[src/design/chp_pkg.sv]
// ----------------------------------------------------------------------------
// chp_pkg
// Shared types and constants for the chunked-body parser core.
// ----------------------------------------------------------------------------
package chp_pkg;

  localparam int SIZE_BITS_DEF = 31;  // default width of the chunk size counter
  localparam int OUT_SIZE_W    = 31;  // width of the size_value result field
  localparam int Q_DEPTH       = 2;   // front-to-back queue entries, power of two

  localparam logic [7:0] CH_CR    = 8'h0D;
  localparam logic [7:0] CH_LF    = 8'h0A;
  localparam logic [7:0] CH_SPACE = 8'h20;
  localparam logic [7:0] CH_TAB   = 8'h09;

  localparam logic CMD_FEED    = 1'b0;
  localparam logic CMD_RESTART = 1'b1;

  // One classified stream transaction, as queued between front and back.
  typedef struct packed {
    logic       command;
    logic [7:0] data_byte;
    logic       is_ws;
    logic       is_cr;
    logic       is_lf;
    logic       hex_ok;
    logic [3:0] hex_val;
  } chp_item_t;

  typedef enum logic [7:0] {
    PH_WAIT_SIZE = 8'b0000_0001,
    PH_SIZE      = 8'b0000_0010,
    PH_WAIT_CR   = 8'b0000_0100,
    PH_WAIT_LF   = 8'b0000_1000,
    PH_ZERO_CR   = 8'b0001_0000,
    PH_ZERO_LF   = 8'b0010_0000,
    PH_PAYLOAD   = 8'b0100_0000,
    PH_DONE      = 8'b1000_0000
  } chp_phase_t;

  typedef struct packed {
    logic                  byte_consumed;
    logic                  payload_valid;
    logic [7:0]            payload_byte;
    logic                  chunk_done;
    logic                  last_chunk;
    logic [OUT_SIZE_W-1:0] size_value;
  } chp_result_t;

endpackage

[src/design/chp_if.sv]
// ----------------------------------------------------------------------------
// chp_if
// Valid/ready channel interfaces for stream input and parse results.
// ----------------------------------------------------------------------------
interface chp_in_if;
  logic       valid;
  logic       ready;
  logic       command;
  logic [7:0] data_byte;

  modport source (output valid, output command, output data_byte, input ready);
  modport sink   (input valid, input command, input data_byte, output ready);
endinterface

interface chp_out_if;
  logic        valid;
  logic        ready;
  logic        byte_consumed;
  logic        payload_valid;
  logic [7:0]  payload_byte;
  logic        chunk_done;
  logic        last_chunk;
  logic [30:0] size_value;

  modport source (output valid, output byte_consumed, output payload_valid,
                  output payload_byte, output chunk_done, output last_chunk,
                  output size_value, input ready);
  modport sink   (input valid, input byte_consumed, input payload_valid,
                  input payload_byte, input chunk_done, input last_chunk,
                  input size_value, output ready);
endinterface

[src/design/http_chunk_header_and_body_parser_core.sv]
// ----------------------------------------------------------------------------
// http_chunk_header_and_body_parser_core
// Chunked-transfer header and body parser, one stream byte per transaction.
// ----------------------------------------------------------------------------
//
//  channel | dir | handshake          | payload
//  --------+-----+--------------------+---------------------------------------
//  in_ch   | in  | valid/ready        | command, data_byte
//  out_ch  | out | valid/ready        | byte_consumed, payload_valid,
//          |     |                    | payload_byte, chunk_done, last_chunk,
//          |     |                    | size_value
//
//  Cycles: one transaction per clock sustained while out_ch.ready stays high;
//    an input is written to the queue at the accepting edge, and its result is
//    later taken into the result reg together with the state machine update.
//    Rate is set by the parser update in the back end.
//  Reset: synchronous active-low rst_n clears queue pointers, parser state and
//    the output valid; no clearing pass.
//  Stalls: a two-entry queue decouples intake from the back end, and the result
//    register holds while out_ch.ready is low; in_ch.ready drops only when the
//    queue is full.
//
module http_chunk_header_and_body_parser_core #(
  parameter int SIZE_BITS = chp_pkg::SIZE_BITS_DEF
) (
  input  logic      clk,
  input  logic      rst_n,
  chp_in_if.sink    in_ch,
  chp_out_if.source out_ch
);
  import chp_pkg::*;

  // front -> queue
  logic      push;
  chp_item_t push_item;
  logic      q_full;

  // queue -> back
  logic      pop;
  logic      q_avail;
  chp_item_t pop_item;

  // Front: byte classification (whitespace, CR, LF, hex digit value).
  chp_front u_front (
    .in_ch  (in_ch),
    .q_full (q_full),
    .q_push (push),
    .q_item (push_item)
  );

  // Queue lets intake run while results back up, and vice versa.
  chp_queue u_queue (
    .clk       (clk),
    .rst_n     (rst_n),
    .push      (push),
    .push_item (push_item),
    .full      (q_full),
    .pop       (pop),
    .avail     (q_avail),
    .pop_item  (pop_item)
  );

  // Back: size token accumulation, CR/LF tracking, payload count, result reg.
  chp_back #(
    .SIZE_BITS (SIZE_BITS)
  ) u_back (
    .clk     (clk),
    .rst_n   (rst_n),
    .q_avail (q_avail),
    .q_item  (pop_item),
    .q_pop   (pop),
    .out_ch  (out_ch)
  );

endmodule

[src/design/chp_front.sv]
// ----------------------------------------------------------------------------
// chp_front
// Accepts stream transactions and classifies the byte for the back end.
// ----------------------------------------------------------------------------
module chp_front (
  chp_in_if.sink             in_ch,
  input  logic               q_full,
  output logic               q_push,
  output chp_pkg::chp_item_t q_item
);
  import chp_pkg::*;

  logic [7:0] c;

  assign c            = in_ch.data_byte;
  assign in_ch.ready  = !q_full;
  assign q_push       = in_ch.valid && !q_full;

  always_comb begin
    q_item           = '0;
    q_item.command   = in_ch.command;
    q_item.data_byte = c;
    q_item.is_ws     = (c == CH_SPACE) || ((c >= CH_TAB) && (c <= CH_CR));
    q_item.is_cr     = (c == CH_CR);
    q_item.is_lf     = (c == CH_LF);
    if ((c >= 8'h30) && (c <= 8'h39)) begin
      q_item.hex_ok  = 1'b1;
      q_item.hex_val = c[3:0];
    end else if (((c >= 8'h61) && (c <= 8'h66)) || ((c >= 8'h41) && (c <= 8'h46))) begin
      // letters a-f / A-F: low nibble 1..6 maps to 10..15
      q_item.hex_ok  = 1'b1;
      q_item.hex_val = c[3:0] + 4'd9;
    end
  end

endmodule

[src/design/chp_queue.sv]
// ----------------------------------------------------------------------------
// chp_queue
// Short FIFO of classified items between front and back.
// ----------------------------------------------------------------------------
module chp_queue (
  input  logic               clk,
  input  logic               rst_n,
  input  logic               push,
  input  chp_pkg::chp_item_t push_item,
  output logic               full,
  input  logic               pop,
  output logic               avail,
  output chp_pkg::chp_item_t pop_item
);
  import chp_pkg::*;

  localparam int PTR_W = (Q_DEPTH > 1) ? $clog2(Q_DEPTH) : 1;
  localparam int CNT_W = $clog2(Q_DEPTH + 1);
  localparam logic [CNT_W-1:0] DEPTH_C = CNT_W'(Q_DEPTH);

  chp_item_t        mem_r [Q_DEPTH];
  logic [PTR_W-1:0] wr_ptr_r, wr_ptr_nxt;
  logic [PTR_W-1:0] rd_ptr_r, rd_ptr_nxt;
  logic [CNT_W-1:0] cnt_r, cnt_nxt;

  assign full     = (cnt_r == DEPTH_C);
  assign avail    = (cnt_r != '0);
  assign pop_item = mem_r[rd_ptr_r];

  always_comb begin
    wr_ptr_nxt = push ? wr_ptr_r + 1'b1 : wr_ptr_r;
    rd_ptr_nxt = pop  ? rd_ptr_r + 1'b1 : rd_ptr_r;
    cnt_nxt    = cnt_r + CNT_W'(push) - CNT_W'(pop);
  end

  always_ff @(posedge clk) begin
    if (!rst_n) begin
      wr_ptr_r <= '0;
      rd_ptr_r <= '0;
      cnt_r    <= '0;
    end else begin
      wr_ptr_r <= wr_ptr_nxt;
      rd_ptr_r <= rd_ptr_nxt;
      cnt_r    <= cnt_nxt;
    end
  end

  always_ff @(posedge clk) begin
    if (push) begin
      mem_r[wr_ptr_r] <= push_item;
    end
  end

endmodule

[src/design/chp_back.sv]
// ----------------------------------------------------------------------------
// chp_back
// Parser state machine and result register; one queued item per cycle while the result register is free or being taken.
// ----------------------------------------------------------------------------
module chp_back #(
  parameter int SIZE_BITS = chp_pkg::SIZE_BITS_DEF
) (
  input  logic               clk,
  input  logic               rst_n,
  input  logic               q_avail,
  input  chp_pkg::chp_item_t q_item,
  output logic               q_pop,
  chp_out_if.source          out_ch
);
  import chp_pkg::*;

  chp_phase_t           phase_r, phase_nxt;
  logic [SIZE_BITS-1:0] accum_r, accum_nxt;
  logic                 open_r, open_nxt;
  logic [SIZE_BITS-1:0] count_r, count_nxt;
  logic [SIZE_BITS-1:0] count_inc;
  logic [SIZE_BITS-1:0] accum_dig;
  logic                 accum_sat;
  logic [SIZE_BITS+OUT_SIZE_W-1:0] size_ext;

  logic        out_valid_r;
  chp_result_t res_r, res_nxt;

  assign q_pop     = q_avail && (!out_valid_r || out_ch.ready);
  assign count_inc = count_r + SIZE_BITS'(1);
  // top nibble set means one more digit would exceed the max: saturate
  assign accum_sat = (accum_r[SIZE_BITS-1 -: 4] != 4'd0);
  assign accum_dig = accum_sat ? '1 : {accum_r[SIZE_BITS-5:0], q_item.hex_val};
  assign size_ext  = {{OUT_SIZE_W{1'b0}}, accum_nxt};

  always_comb begin
    phase_nxt = phase_r;
    accum_nxt = accum_r;
    open_nxt  = open_r;
    count_nxt = count_r;
    res_nxt   = '0;

    case (phase_r)
      PH_WAIT_SIZE: begin
        res_nxt.byte_consumed = 1'b1;
        if (!q_item.is_ws) begin
          accum_nxt = q_item.hex_ok ? SIZE_BITS'(q_item.hex_val) : '0;
          open_nxt  = q_item.hex_ok;
          phase_nxt = PH_SIZE;
        end
      end
      PH_SIZE: begin
        res_nxt.byte_consumed = 1'b1;
        if (q_item.is_ws) begin
          phase_nxt = q_item.is_cr ? PH_WAIT_LF : PH_WAIT_CR;
        end else if (open_r) begin
          if (q_item.hex_ok) begin
            accum_nxt = accum_dig;
          end else begin
            open_nxt = 1'b0;
          end
        end
      end
      PH_WAIT_CR: begin
        res_nxt.byte_consumed = 1'b1;
        if (q_item.is_cr) phase_nxt = PH_WAIT_LF;
      end
      PH_WAIT_LF: begin
        res_nxt.byte_consumed = 1'b1;
        if (q_item.is_lf) begin
          count_nxt = '0;
          phase_nxt = (accum_r == '0) ? PH_ZERO_CR : PH_PAYLOAD;
        end
      end
      PH_ZERO_CR: begin
        res_nxt.byte_consumed = 1'b1;
        if (q_item.is_cr) phase_nxt = PH_ZERO_LF;
      end
      PH_ZERO_LF: begin
        res_nxt.byte_consumed = 1'b1;
        if (q_item.is_lf) phase_nxt = PH_DONE;
      end
      PH_PAYLOAD: begin
        res_nxt.byte_consumed = 1'b1;
        res_nxt.payload_valid = 1'b1;
        res_nxt.payload_byte  = q_item.data_byte;
        count_nxt             = count_inc;
        if (count_inc >= accum_r) phase_nxt = PH_DONE;
      end
      PH_DONE: begin
        phase_nxt = PH_DONE;
      end
      default: begin
        phase_nxt = PH_DONE;
      end
    endcase

    res_nxt.chunk_done = (phase_nxt == PH_DONE);
    res_nxt.last_chunk = ((phase_nxt == PH_ZERO_CR) || (phase_nxt == PH_ZERO_LF) ||
                          (phase_nxt == PH_DONE)) && (accum_nxt == '0);
    res_nxt.size_value = size_ext[OUT_SIZE_W-1:0];

    if (q_item.command == CMD_RESTART) begin
      phase_nxt = PH_WAIT_SIZE;
      accum_nxt = '0;
      open_nxt  = 1'b1;
      count_nxt = '0;
      res_nxt   = '0;
    end
  end

  always_ff @(posedge clk) begin
    if (!rst_n) begin
      phase_r     <= PH_WAIT_SIZE;
      accum_r     <= '0;
      open_r      <= 1'b1;
      count_r     <= '0;
      out_valid_r <= 1'b0;
    end else begin
      if (q_pop) begin
        phase_r <= phase_nxt;
        accum_r <= accum_nxt;
        open_r  <= open_nxt;
        count_r <= count_nxt;
      end
      if (q_pop) begin
        out_valid_r <= 1'b1;
      end else if (out_ch.ready) begin
        out_valid_r <= 1'b0;
      end
    end
  end

  always_ff @(posedge clk) begin
    if (q_pop) res_r <= res_nxt;
  end

  assign out_ch.valid         = out_valid_r;
  assign out_ch.byte_consumed = res_r.byte_consumed;
  assign out_ch.payload_valid = res_r.payload_valid;
  assign out_ch.payload_byte  = res_r.payload_byte;
  assign out_ch.chunk_done    = res_r.chunk_done;
  assign out_ch.last_chunk    = res_r.last_chunk;
  assign out_ch.size_value    = res_r.size_value;

endmodule

[src/flat_wrapper.sv]
// flat-port wrapper written by rule: the top's interface ports become plain ports
module http_chunk_header_and_body_parser_core_flat import chp_pkg::*;
#(
  parameter int SIZE_BITS = chp_pkg::SIZE_BITS_DEF
)
  (clk, rst_n, in_ch_valid, in_ch_command, in_ch_data_byte, in_ch_ready, out_ch_valid, out_ch_byte_consumed, out_ch_payload_valid, out_ch_payload_byte, out_ch_chunk_done, out_ch_last_chunk, out_ch_size_value, out_ch_ready);
  chp_in_if in_ch_i ();
  chp_out_if out_ch_i ();
  input  logic clk;
  input  logic rst_n;
  input wire logic [$bits(in_ch_i.valid)-1:0] in_ch_valid;
  input wire logic [$bits(in_ch_i.command)-1:0] in_ch_command;
  input wire logic [$bits(in_ch_i.data_byte)-1:0] in_ch_data_byte;
  output wire logic [$bits(in_ch_i.ready)-1:0] in_ch_ready;
  output wire logic [$bits(out_ch_i.valid)-1:0] out_ch_valid;
  output wire logic [$bits(out_ch_i.byte_consumed)-1:0] out_ch_byte_consumed;
  output wire logic [$bits(out_ch_i.payload_valid)-1:0] out_ch_payload_valid;
  output wire logic [$bits(out_ch_i.payload_byte)-1:0] out_ch_payload_byte;
  output wire logic [$bits(out_ch_i.chunk_done)-1:0] out_ch_chunk_done;
  output wire logic [$bits(out_ch_i.last_chunk)-1:0] out_ch_last_chunk;
  output wire logic [$bits(out_ch_i.size_value)-1:0] out_ch_size_value;
  input wire logic [$bits(out_ch_i.ready)-1:0] out_ch_ready;
  assign in_ch_i.valid = in_ch_valid;
  assign in_ch_i.command = in_ch_command;
  assign in_ch_i.data_byte = in_ch_data_byte;
  assign in_ch_ready = in_ch_i.ready;
  assign out_ch_valid = out_ch_i.valid;
  assign out_ch_byte_consumed = out_ch_i.byte_consumed;
  assign out_ch_payload_valid = out_ch_i.payload_valid;
  assign out_ch_payload_byte = out_ch_i.payload_byte;
  assign out_ch_chunk_done = out_ch_i.chunk_done;
  assign out_ch_last_chunk = out_ch_i.last_chunk;
  assign out_ch_size_value = out_ch_i.size_value;
  assign out_ch_i.ready = out_ch_ready;
  http_chunk_header_and_body_parser_core #(.SIZE_BITS(SIZE_BITS)) u_core (.clk(clk), .rst_n(rst_n), .in_ch(in_ch_i), .out_ch(out_ch_i));
endmodule
[config.mk]
export PLATFORM = sky130hd
export DESIGN_NAME = http_chunk_header_and_body_parser_core_flat
export DESIGN_NICKNAME = d
export VERILOG_FILES = /design/src/design/chp_pkg.sv /design/src/design/chp_if.sv /design/src/design/http_chunk_header_and_body_parser_core.sv /design/src/design/chp_front.sv /design/src/design/chp_queue.sv /design/src/design/chp_back.sv /design/src/flat_wrapper.sv
export SDC_FILE = /design/constraint.sdc
export NUM_CORES = 1
export LEC_CHECK = 0
export ABC_CLOCK_PERIOD_IN_PS = 3500
export BUFFER_PORTS_ARGS = -buffer_cell sky130_fd_sc_hd__clkbuf_2
export CAP_MARGIN = 10
export CORE_MARGIN = 1.5
export CORE_UTILIZATION = 40
export DETAILED_ROUTE_END_ITERATION = 8
export GPL_ROUTABILITY_DRIVEN = 0
export PLACE_DENSITY = 0.71
export SLEW_MARGIN = 20
export SYNTH_ARGS = -nofsm -noshare
export SYNTH_HDL_FRONTEND = slang
export SYNTH_HIERARCHICAL = 1
export SYNTH_SLANG_ARGS = --single-unit
[constraint.sdc]
create_clock -name clk -period 3.5 [get_ports clk]
set_input_delay 0.525 -clock clk [delete_from_list [all_inputs] [get_ports clk]]
set_output_delay 0.525 -clock clk [all_outputs]
set_load 0.01 [all_outputs]
==> results.py, run 1 <==
metrics = {
    "run_status": {
        "outcome": "completed",
    },
    "route": {
        "initialDrtViolationCount": 627,
        "totalWireLength_um": 19900,
        "first_pass_iters": 5,
        "vias_per_cell": 5.48,
        "antenna_left": 0,
        "drc": 0,
        "avgRoutedWirePerCell_um": 16.2,
        "vias": 6722,
    },
    "power_and_ir_drop": {
        "p_sw_share_pct": 33.7,
        "internal_power_uw": 3660,
        "max-vdd-ir-drop_uv": 356,
        "combPwrFrac_pct": 25.9,
        "p_switching_uw": 1860,
        "powerDensity_mw_per_mm2": 576,
        "p_leak_uw": 0.00356,
        "clkPwrFrac_pct": 31.2,
        "seqPwrFrac_pct": 42.9,
    },
    "clock_tree": {
        "cts_buffer_depth": 2,
        "insertion_delay_ps": 430,
        "tritoncts": "yes",
        "cts.sinks": 154,
        "htree_num_levels": 4,
        "holdBufCountCts": 0,
        "cts_buffers": 17,
        "clockRootBuffer": "clkbuf_16",
        "clk_pin_slew_worst_paths_ps": 70,
    },
    "sta": {
        "hold_viol": 0,
        "finClkSkew_ps": 7.80,
        "worstMarginPinSlew_ps": 878,
        "post-route-min-period_ps": 3340,
        "setup-violations-final": 0,
        "post-route-period-util_pct": 95.4,
        "fmax_ghz": 0.299,
        "rsz0062_at_grt": "true",
        "setup_ws_ps": 160,
        "slew_violations": 0,
        "slew_headroom_pct": 41.4,
    },
    "hold_path": {
        "hp-class": "primary input to register",
    },
    "yosys": {
        "ys_ff_latch": 154,
        "yosysSeqAreaShare_pct": 46.6,
        "async_reset_ff_share_pct": 0,
        "synth_top_flop_cell": "edfxtp_1",
        "ys_warn_count": 6,
        "synth_area_mm2": 0.00826,
        "synthCells": 891,
        "avgSynthCellArea_um2": 9.27,
        "syn_nets": 942,
        "ys_types": 74,
        "synth_enable_flop_cells": 77,
    },
    "layout": {
        "final_cell_mix": "nand2_1 (110), a21oi_1 (90), edfxtp_1 (77)",
        "area_growth_pct": 15.9,
        "num-nets-final": 994,
        "drive_gt1_share_pct": 20.1,
        "fill_cells": 1893,
        "stdcell_area_mm2": 0.00957,
        "diodes": 0,
        "final_common_cell": "nand2_1",
        "final_core_utilization_pct": 47.3,
    },
    "place": {
        "port_buffers": 57,
        "post-place-ws_ps": 39.5,
        "postPlaceCellArea_mm2": 0.00883,
        "hpwl_um": 13400,
    },
    "setup_path": {
        "cp.arrival_ps": 3520,
        "worst-path-max-fanout": 3,
        "start_kind": "register",
        "worstSetupPathType": "register to register",
        "cp-end-kind": "register",
        "worstPathRequired_ps": 3680,
    },
    "floorplanning": {
        "dieHeight_um": 147,
        "rows": 52,
        "io_pins": 58,
        "dieWidth_um": 147,
        "start_util_pct": 40.8,
        "dieArea_mm2": 0.0215,
        "core_mm2": 0.0202,
    },
    "grt": {
        "grt_pass1_wl_um": 31900,
        "track_usage_pct": 18.7,
        "grt_pass1_vias": 6216,
        "grt_max_degree": 73,
        "antenna_found_initial": 0,
        "overflow": 0,
    },
    "run": {
        "maxCapViolCount": 0,
    },
}
## power groups by stage
| stage | clock network [uW] | registers [uW] | logic (uW) |
|---|---|---|---|
| 6_report | 1720 | 2360 | 1430 |
| 5_1_grt | 1830 | 2390 | 1570 |
| 4_1_cts | 1760 | 2370 | 1440 |
| 3_5_place_dp | 0 | 2410 | 1430 |
| 3_3_place_gp | 0 | 2400 | 1420 |
| 2_1_floorplan | 0 | 2480 | 903 |
## cells by family after synthesis
group                    after synthesis  synth area share (%)
AO/OA/AOI/OAI                        203                  14.6
adder cells (fa/ha/maj)               38                  5.76
multiplexers                          17                  2.77
XOR/XNOR                              33                  3.66
AND/OR/NAND/NOR                      343                  20.8
flip-flops                           154                  46.6
buffers and inverters                103                  5.74
## cells in the mapped netlist (18+ instances only)
cell type / n / area share, %
ha_1: 38 / 5.8
nor2_1: 67 / 3.0
nor3_1: 25 / 1.5
o21ai_0: 46 / 2.8
edfxtp_1: 77 / 28
nand2_1: 110 / 5.0
clkbuf_1: 40 / 1.8
a21oi_1: 91 / 5.5
inv_1: 43 / 2.0
xnor2_1: 19 / 2.0
nand3_1: 24 / 1.5
nand4_1: 18 / 1.4
dfxtp_1: 77 / 19
## worst max-delay path: stages (launching register included)
cell      delay [ps]
dfxtp_2          370
nand3_2          120
or3_4            410
or3_4            390
nor2_4           130
buf_4            130
xor2_2           160
ha_1             290
nand4_1          130
nor3_2            70
a221oi_2         250
o211ai_1         150
nor2_1           180
o211a_1          240
a211oi_2          80
## state kept, by name, summed over array words and instances, names as in the netlist, 2 cells and up, named ones only
name,flops
u_core/u_back/phase_r,8
u_core/u_queue/mem_r,34
u_core/u_back/out_ch.size_value,31
u_core/u_back/count_r,31
u_core/u_back/accum_r,31
u_core/u_queue/cnt_r,2
u_core/u_back/out_ch.payload_byte,8
## stage by stage
step	power (uW)	cells	hold slack [ps]	setup TNS, ps
6_report	5510	1226	303	0
3_3_place_gp	3820	1189	456	0
2_1_floorplan	3380	891	444	0
5_1_grt	5790	1226	287	-56.9
4_1_cts	5570	1221	284	0
3_5_place_dp	3840	1189	464	0
## what timing repair did
action                                  4_1_cts  5_1_grt
resized for setup                             0       41
hold endpoints to repair                      0        0
endpoints found under the setup margin        0        4
buffers inserted                              0        5
## area by class of cell
type	instances	area [um2]	share of cell area [%]
Sequential cell	154	3870	40.5
Timing Repair Buffer	90	546	5.70
Multi-Input combinational cell	634	4080	42.7
Clock inverter	13	113	1.18
Inverter	46	185	1.93
Clock buffer	19	433	4.52
Tap cell	270	338	3.53
## worst paths after layout
check	from	to	slack (ps)	cells past startpoint
setup / recovery	u_core/u_back/count_r[16]$_SDFFE_PN0P_	u_core/u_back/out_ch.last_chunk$_SDFFCE_PP0P_	160	14
hold / removal	in_ch_command	u_core/u_queue/mem_r[0][16]$_DFFE_PP_	300	1
setup reg to reg	u_core/u_back/count_r[16]$_SDFFE_PN0P_	u_core/u_back/out_ch.last_chunk$_SDFFCE_PP0P_	160	14
hold reg to reg	u_core/u_back/count_r[1]$_SDFFE_PN0P_	u_core/u_back/count_r[1]$_SDFFE_PN0P_	460	2
## layer usage
layer | wire (um) | GRT usage (%) | vias to the layer above
met2 | 9720 | 31.1 | 227
met4 | 484 | 7.07 | 0
met1 | 8600 | 23.7 | 3184
met5 | 0 | 0 | -
met3 | 1080 | 3.98 | 37
li1 | - | - | 3274
(Power assumes the default switching activity.)
==> inputs of run 2 (changes only) <==
Settings changed: ABC_CLOCK_PERIOD_IN_PS 3500 to 3850, PLACE_DENSITY 0.71 to 0.69.
Clock period 3.5 ns to 3.85 ns, I/O delays scaled along.
==> results.py, run 2 (synthesis results as in run 1) <==
metrics = {
    "route": {
        "initialDrtViolationCount": 539,
        "antenna_left": 0,
        "totalWireLength_um": 19400,
        "vias": 6577,
        "avgRoutedWirePerCell_um": 16.1,
        "dr_wl_met3_um": 979,
        "vias_per_cell": 5.45,
        "first_pass_iters": 7,
        "routed.top_layer": "met4",
        "wl_met1_um": 8680,
        "wl_met2_um": 9420,
        "drc": 0,
    },
    "grt": {
        "grt_pass1_vias": 6134,
        "overflow": 0,
        "grt_pass1_wl_um": 31400,
        "grt_max_degree": 76,
        "antenna_found_initial": 0,
        "track_usage_pct": 18.4,
    },
    "layout": {
        "final_core_utilization_pct": 45.9,
        "diodes": 0,
        "final_common_cell": "nand2_1",
        "fill_cells": 1914,
        "final_cell_mix": "nand2_1 (110), a21oi_1 (90), edfxtp_1 (77)",
        "largest_register_ffs": 34,
        "seq_area_mm2": 0.00386,
        "area_growth_pct": 12.4,
        "num-nets-final": 976,
        "top_register": "u_core/u_queue/mem_r",
        "drive_gt1_share_pct": 15.3,
        "multi_input_area_mm2": 0.00396,
    },
    "sta": {
        "hold_viol": 0,
        "finClkSkew_ps": 8.58,
        "rsz0062_at_grt": "false",
        "post-route-period-util_pct": 91.4,
        "post-route-min-period_ps": 3520,
        "slew_violations": 0,
        "finalSetupTns_ps": 0,
        "slew_headroom_pct": 38.9,
        "setup-violations-final": 0,
        "setup_ws_ps": 333,
        "worstMarginPinSlew_ps": 915,
        "fmax_ghz": 0.284,
    },
    "power_and_ir_drop": {
        "p_leak_uw": 0.00339,
        "internal_power_uw": 3370,
        "powerDensity_mw_per_mm2": 539,
        "max-vdd-ir-drop_uv": 327,
        "p_switching_uw": 1640,
        "p_sw_share_pct": 32.7,
        "seqPwrFrac_pct": 43.0,
        "clkPwrFrac_pct": 30.8,
        "combPwrFrac_pct": 26.2,
    },
    "run": {
        "maxCapViolCount": 0,
    },
    "clock_tree": {
        "cts.sinks": 154,
        "clockRootBuffer": "clkbuf_16",
        "cts_buffers": 17,
        "cts_setup_buffers": 0,
        "clk_pin_slew_worst_paths_ps": 60,
        "cts_buffer_depth": 2,
        "htree_num_levels": 4,
        "tritoncts": "yes",
        "insertion_delay_ps": 420,
    },
    "floorplanning": {
        "dieArea_mm2": 0.0215,
        "dieWidth_um": 147,
        "io_pins": 58,
        "rows": 52,
        "dieHeight_um": 147,
        "start_util_pct": 40.8,
        "core_mm2": 0.0202,
    },
    "setup_path": {
        "slowest_stage": "dfxtp_2",
        "worstPathRequired_ps": 4020,
        "crit_chain": "ha_2, and3_2, nand3_2, nor3_2, nand3_1, xnor2_1, ha_1, a21o_1, a221o_1, a221oi_1, o211ai_1, nor2_1, o211a_1, a211oi_1",
        "slowest_delay_ps": 360,
        "path_delay_family": "compound AO/OA/AOI/OAI gates",
        "worstSetupPathType": "register to register",
        "cp-end-kind": "register",
        "cp.buffers_inverters": 0,
        "worst-path-max-fanout": 7,
        "cp.arrival_ps": 3680,
        "start_kind": "register",
    },
    "hold_path": {
        "hp-class": "primary input to register",
    },
    "place": {
        "port_buffers": 57,
        "post-place-ws_ps": 46.3,
        "hpwl_um": 12900,
    },
    "run_status": {
        "outcome": "completed",
    },
}
## run 2: final timing paths
check                                                      startpoint                                            end  slack (ps)  cells past startpoint
worst max-delay path            u_core/u_back/count_r[0]$_SDFFE_PN0P_  u_core/u_back/out_ch.last_chunk$_SDFFCE_PP0P_         330                     14
worst min-delay path                                    in_ch_command          u_core/u_queue/mem_r[0][16]$_DFFE_PP_         350                      1
worst max register to register  u_core/u_back/count_r[0]$_SDFFE_PN0P_  u_core/u_back/out_ch.last_chunk$_SDFFCE_PP0P_         330                     14
worst min register to register  u_core/u_back/count_r[1]$_SDFFE_PN0P_          u_core/u_back/count_r[1]$_SDFFE_PN0P_         480                      2
## run 2: cell type report
| class | count | area share (%) |
|---|---|---|
| clock inverter | 11 | 1.08 |
| clock buffer | 20 | 4.70 |
| sequential | 154 | 41.5 |
| multi-input combinational | 634 | 42.7 |
| inverter | 46 | 1.99 |
| timing repair buffer | 72 | 4.42 |
| tap | 270 | 3.64 |
## run 2: layer usage
metal	GRT usage [%]	vias up
li1	-	3247
met1	24.0	3100
met2	30.4	206
met3	3.54	24
met4	6.67	0
met5	0	-
## run 2: timing repair
| action | 4_1_cts | 5_1_grt |
|---|---|---|
| hold endpoints to repair | 0 | 0 |
| setup endpoints to repair | 0 | 4 |
| resized for setup | 0 | 9 |
| hold buffers | 0 | 0 |
## run 2: stage by stage
stage / cells / instance area [um2] / power (uW) / hold WS (ps)
3_5_place_dp: 1176 / 8720 / 3490 / 470
2_1_floorplan: 891 / 8260 / 3080 / 444
5_1_grt: 1207 / 9290 / 5250 / 346
6_report: 1207 / 9290 / 5000 / 354
3_3_place_gp: 1176 / 8720 / 3490 / 460
4_1_cts: 1207 / 9260 / 5040 / 334
## run 2: power by group through the flow
stage	clock [uW]	sequential, uW	combinational [uW]
floorplan	0	2260	821
global placement	0	2180	1310
detailed placement	0	2190	1310
CTS	1580	2150	1310
global route	1650	2170	1430
finish	1540	2150	1310
